<file path="src/hw/rtl/edmc_pkg.sv">
// Shared types and constants for the edge merger with self-loop histogram.
`timescale 1ns / 1ps

package edmc_pkg;

    localparam int FUNC_W = 2;
    localparam int VID_W  = 16;
    localparam int NUM_W  = 32;

    typedef enum logic [FUNC_W-1:0] {
        FUNC_EDGE  = 2'd0,
        FUNC_FLUSH = 2'd1,
        FUNC_QUERY = 2'd2
    } t_func;

    typedef enum logic {
        KIND_EDGE = 1'b0,
        KIND_LOOP = 1'b1
    } t_kind;

    typedef struct packed {
        logic rd_en;
        logic wr_en;
    } t_store_ctl;

endpackage

</file>
<file path="src/hw/rtl/edmc_merge.sv">
// Pending edge tracker: merges runs of equal edges and numbers unique edges.
`timescale 1ns / 1ps

module edmc_merge #(
    parameter int VERTEX_BITS = 16,
    parameter int COUNT_BITS  = 32
) (
    input  logic                         i_clk,
    input  logic                         i_rst_n,
    input  logic                         i_step,
    input  logic [edmc_pkg::FUNC_W-1:0]  i_func,
    input  logic [VERTEX_BITS-1:0]       i_src,
    input  logic [VERTEX_BITS-1:0]       i_dst,
    output logic                         o_emit,
    output logic [edmc_pkg::VID_W-1:0]   o_src,
    output logic [edmc_pkg::VID_W-1:0]   o_dst,
    output logic [edmc_pkg::NUM_W-1:0]   o_num,
    output logic [edmc_pkg::NUM_W-1:0]   o_mult
);

    localparam int VID_W = edmc_pkg::VID_W;
    localparam int NUM_W = edmc_pkg::NUM_W;

    logic                   r_pend_valid;
    logic [VERTEX_BITS-1:0] r_pend_src;
    logic [VERTEX_BITS-1:0] r_pend_dst;
    logic [COUNT_BITS-1:0]  r_run;
    logic [NUM_W-1:0]       r_num;

    logic w_is_edge;
    logic w_loop;
    logic w_same;
    logic w_new;
    logic w_flush;

    assign w_is_edge = (i_func == edmc_pkg::FUNC_EDGE);
    assign w_loop    = w_is_edge && (i_src == i_dst);
    assign w_same    = w_is_edge && !w_loop && r_pend_valid
                       && (i_src == r_pend_src) && (i_dst == r_pend_dst);
    assign w_new     = w_is_edge && !w_loop && !w_same;
    assign w_flush   = (i_func == edmc_pkg::FUNC_FLUSH);

    assign o_emit = r_pend_valid && (w_new || w_flush);
    assign o_src  = VID_W'(r_pend_src);
    assign o_dst  = VID_W'(r_pend_dst);
    assign o_num  = r_num;
    assign o_mult = NUM_W'(r_run);

    always_ff @(posedge i_clk) begin
        if (!i_rst_n) begin
            r_pend_valid <= 1'b0;
            r_run        <= '0;
            r_num        <= '0;
        end else if (i_step) begin
            priority if (w_new) begin
                r_pend_valid <= 1'b1;
                r_pend_src   <= i_src;
                r_pend_dst   <= i_dst;
                r_run        <= COUNT_BITS'(1);
                if (r_pend_valid) begin
                    r_num <= r_num + NUM_W'(1);
                end
            end else if (w_same) begin
                r_run <= (r_run == {COUNT_BITS{1'b1}}) ? r_run : r_run + COUNT_BITS'(1);
            end else if (w_flush) begin
                r_pend_valid <= 1'b0;
                r_run        <= '0;
                r_num        <= '0;
            end else begin
                r_pend_valid <= r_pend_valid;
            end
        end
    end

`ifndef ASSERT_OFF
    a_pending_has_count: assert property (@(posedge i_clk) disable iff (!i_rst_n)
        r_pend_valid |-> r_run != '0)
        else $error("pending edge with zero multiplicity");

    a_flush_restarts: assert property (@(posedge i_clk) disable iff (!i_rst_n)
        i_step && w_flush |=> !r_pend_valid && r_num == '0)
        else $error("flush did not restart numbering");

    a_new_run_starts_at_one: assert property (@(posedge i_clk) disable iff (!i_rst_n)
        i_step && w_new |=> r_pend_valid && r_run == COUNT_BITS'(1))
        else $error("new run did not start at one");
`endif

endmodule
</file>
<file path="config.mk">
export PLATFORM = sky130hd
export DESIGN_NAME = edmc_merge
export DESIGN_NICKNAME = d
export VERILOG_FILES = /design/src/hw/rtl/edmc_pkg.sv /design/src/hw/rtl/edmc_merge.sv
export SDC_FILE = /design/constraint.sdc
export NUM_CORES = 1
export LEC_CHECK = 0
export BUFFER_PORTS_ARGS = -buffer_cell sky130_fd_sc_hd__buf_2
export CAP_MARGIN = 5
export CORE_UTILIZATION = 53
export CTS_CLUSTER_DIAMETER = 100
export DETAILED_ROUTE_END_ITERATION = 10
export GPL_TIMING_DRIVEN = 1
export PLACE_DENSITY = 0.81
export SLEW_MARGIN = 15
export SYNTH_ARGS = -nofsm -noshare
export SYNTH_HDL_FRONTEND = slang
export SYNTH_SLANG_ARGS = --single-unit
</file>
<file path="constraint.sdc">
create_clock -name i_clk -period 3.3 [get_ports i_clk]
set_input_delay 0.165 -clock i_clk [delete_from_list [all_inputs] [get_ports i_clk]]
set_output_delay 0.165 -clock i_clk [all_outputs]
set_load 0.02 [all_outputs]
</file>
Yosys cells after proc, flatten, opt, wreduce, memory -nomap -nowiden

Cells that the tools add are included.

Flip-flop bits (word level): 97
Bits in latches: 0
RAM bits: 0
Bits in read-only memories: 0
Bits of input ports: 37
Output and inout port bits: 97
Word-level logic and storage cells: 42
Memories: 0

Add/subtract/negate cells: 2
Multiply operators: 0
Div/mod/pow operators: 0
$lt $le $gt $ge: 0
Equality and inequality tests: 8
Shift operators: 0
Muxes and demuxes: 10
Bitwise gates (word level): 0
Reduce and logical (&&, ||, !) cells: 17

Operators by type and width:

| kind                  | number |
|---|---|
| $mux 32               | 7 |
| $add 32x1->32 const B | 2 |
| $eq 16x16->1          | 3 |
| $eq 32x32->1 const B  | 1 |
| $reduce_and 3->1      | 3 |
| $logic_and 1x1->1     | 7 |
| $reduce_and 4->1      | 1 |
| $mux 1                | 3 |
| $ne 3x3->1 const B    | 1 |
| $reduce_bool 3->1     | 1 |
| $eq 2x1->1 const B    | 1 |
| $logic_not 1->1       | 2 |
| $logic_not 2->1       | 1 |
| $ne 2x1->1 const B    | 1 |
| $ne 2x2->1 const B    | 1 |
| $reduce_bool 2->1     | 1 |
| $logic_or 1x1->1      | 1 |

Depth between registers and ports, before layout

Depth in word-level cells: 11
Depth in mapped cells: 10
Depth with buffers taken out: 8

Worst setup path before layout

Ideal clock, no wire load.

Path type: reg2reg
From: reg r_pend_dst[1] (netlist: o_dst[1])
To: reg r_pend_dst[0] (netlist: o_dst[0]) (enable)
Arrival: 2142 ps
Data required time: 2907 ps
Slack: 766 ps
Cell stages (with the launch flop): 7
Clock period less this slack: 2534 ps
Cell sequence: edfxtp_1 -> xnor2_1 -> o2111a_1 -> o2111ai_1 -> nor3_2 -> nor2_1 -> and3_1

Longest elaborated chain between the ends: 5

Ends and longest elaborated chain:

| item                       | RTL line         | RTL |
|---|---|---|
| start, declared            | edmc_merge.sv:26 | `logic [VERTEX_BITS-1:0] r_pend_dst;` |
| start signal, assigned     | edmc_merge.sv:58 | `r_pend_dst <= i_dst;` |
| $eq 16x16->1               | edmc_merge.sv:39 | `&& (i_src == r_pend_src) && (i_dst == r_pend_dst);` |
| $logic_and 1x1->1          | edmc_merge.sv:39 |  |
| $logic_not 1->1            | edmc_merge.sv:40 | `assign w_new = w_is_edge && !w_loop && !w_same;` |
| $logic_and 1x1->1          | edmc_merge.sv:40 |  |
| $reduce_and 3->1 (no line) | --               |  |

No other way between the ends.
A chain may end at the register's enable or synchronous reset.

Worst setup path after layout

From: reg r_pend_dst[14] (netlist: o_dst[14])
To: reg r_pend_valid

Longest elaborated chain between the ends: 6

Ends and longest elaborated chain:

| item                                                      | RTL line         | RTL |
|---|---|---|
| $eq 16x16->1 *                                            | edmc_merge.sv:39 |  |
| $logic_and 1x1->1 *                                       | edmc_merge.sv:39 |  |
| $logic_not 1->1                                           | edmc_merge.sv:40 |  |
| $logic_and 1x1->1                                         | edmc_merge.sv:40 |  |
| $ne 2x1->1 (no line) or $reduce_bool 2->1 (tied branches) | --               |  |
| $reduce_and 3->1 (no line)                                | --               |  |
| end signal, assigned                                      | edmc_merge.sv:70 | `r_pend_valid <= r_pend_valid;` |
| end, declared                                             | edmc_merge.sv:24 | `logic r_pend_valid;` |

Mark *: on every way between the ends. The rest lies on a longest branch, timed or not.

==> qor.txt <==
Root Buffer - clkbuf_8
Slowest stage delay, CP - 0.57 ns
Initial Utilization - 55.3%
Synth cell count leaders - dfxtp_1, a21oi_1, xor2_1, edfxtp_1
Slew Viols, Final - 0
Relative max-transition margin - 32.3%
Clock Sinks - 97
Clk slew on worst S/H paths - 0.10 ns
Crit. End Element - register
Synthesized Nets - 557
CP max FO - 31
Post-cts hold buffer count - 0
Final Util - 65.4%
Synthesis-stage register bit count - 97
DRT iter0 DRCs - 304
Cell Count, Final, Fillers Out - 754
RSZ-0062 raised after global routing - false
Crit path cell chain - xor2_1 -> nor4_1 -> nand4_1 -> nor3_2 -> nor2_1 -> a21o_1 -> o21bai_1
Worst-margin pin slew - 1.02 ns
Crit start category - register
Placer Congestion - 0.837
Most common cell in the netlist - dfxtp_1
Std-Cell Rows - 34
Crit path buf inv count - 0
Initial DRT Pass Iterations - 8
Die width - 98.1 µm
Area Growth Syn to Fin - 18.2%
# diodes - 0
Ys flop type - dfxtp_1
Leakage power - 2.15 nW
Layout Skew - 0.0156 ns
Largest net degree at the start of global routing - 58
Placed cell count - 738
Post-synth top area cell - dfxtp_1
Syn avg cell area - 9.45 µm²
Global-route wire length before repair - 19.8 mm
Post-synth EDFFs - 32
Nets - 680
DRC - 6
Vias - 4609
CTS buffer count - 9
CTS tree - yes
Fraction of layout cells with a size suffix above 1 - 24.9%
Post-CTS sizing - 0
HP Class - primary input to register
ANT nets after route - 0
Die area - 0.00963 mm²
Synth area leaders - dfxtp_1, edfxtp_1, xor2_1
Htree depth - 3
Total Neg Setup Slack - 0 ns
Fin. Hold Viols - 0
Total Wirelength - 12.1 mm
Fmax - 358 MHz
Die Height - 98.1 µm
Outcome - finished with violations
Vias per inst - 6.11
Cells after synthesis - 518
IO Port Bufs - 133
Ys async rst share - 0%
Post-CTS setup buffer count - 0
R2r setup slk - 0.51 ns
Floorplan core area - 0.00885 mm²
Detailed placement HPWL - 8.66 mm
Cell variety after synth - 50
Period utilization - 84.6%
Global-route usage over all layers - 25.2%
VDD IR max - 214 µV
I/O Pins - 134
Initial antenna violation count - 0
YS warnings - 0
Fin crit period - 2.79 ns
Max Cap Viol - 0
Seq/Total Area, Yosys - 46.2%
Worst path slowest cell - a21o_1
Post-Syn Area - 0.00490 mm²
Setup Viol. Count Final - 0
Worst EP required - 3.56 ns
CTS Buffer Depth - 2
WL/cell - 16.1 µm
Crit Path Class - register to register
Violated checks - DRC
Vias in the first global route - 4129
Total gr overflow - 0
# fillers - 778
Clock latency on the worst-skew pair - 0.35 ns
Synth top area share - 26.6%
Worst EP arrival - 3.06 ns
Pwr Density - 376 mW/mm²
Delay-heaviest family, CP - simple AND/OR/NAND/NOR gates
registers in the layout, indices dropped and copies added (netlist names):
name / flops
o_num: 32
o_mult: 32
o_dst: 16
o_src: 16
r_pend_valid: 1
worst paths after layout:
path	from	to	depth (start not counted)
worst min-delay path	i_src[5]	o_src[5]	1
worst max-delay path	o_dst[14]	r_pend_valid	7
worst max register to register	o_dst[14]	r_pend_valid	7
worst min register to register	o_mult[13]	o_mult[13]	2
cell usage in the layout, fill, tap and decap left out, types with 24 or more instances in the layout:
master	instances
a21oi_1	57
buf_2	133
dfxtp_1	65
edfxtp_1	32
nand2_1	26
nand3_1	30
nand4_1	24
o31ai_1	29
or3_1	28
or4_1	30
xor2_1	43
stage by stage:
step           power (mW)  worst slack [ns]  hold WS [ns]  instance area, µm²
3_3_place_gp         1.46             0.654         0.384                5600
3_5_place_dp         1.46             0.592         0.386                5600
5_1_grt              2.24             0.208       0.00502                5790
4_1_cts              2.19             0.514       0.00825                5790
2_1_floorplan        1.39             0.766         0.264                4900
6_report             2.17             0.507        0.0272                5790
power by group:
part	internal (mW)	leakage (nW)	total, mW	switching [mW]
logic	0.0611	1.24	0.179	0.118
registers	1.25	0.814	1.26	0.0102
clock network	0.315	0.103	0.739	0.425
total	1.62	2.15	2.17	0.553
layout make-up:
cell class	instances	area, µm²	share of cell area (%)
clock buffer	9	124	2.14
clock inverter	7	60.1	1.04
inverter	14	52.6	0.908
multi-input combinational	382	2440	42.2
sequential	97	2260	39.1
tap	108	135	2.34
timing repair buffer	137	708	12.2
logic make-up (layout without fill, tap and decap cells):
group | after synthesis | in the layout | synth area share, %
compound gates | 133 | 133 | 16.2
flops | 97 | 97 | 46.2
fa+ha+maj | 2 | 2 | 0.511
xor+xnor | 46 | 46 | 8.23
mux | 1 | 1 | 0.204
simple gates | 200 | 200 | 24.8
buf+inv | 39 | 167 | 3.88
per-layer routing:
layer  wire, µm  up-vias  track usage [%]  share of wire (%)
li1           -     2242                -                  -
met1       5360     2169             33.2                 44
met2       5820      176             40.8                 48
met3        723       22             5.44                6.0
met4        239        0             9.56                2.0
met5          0        -                0                  0
Power figures use the tool's default switching activity.
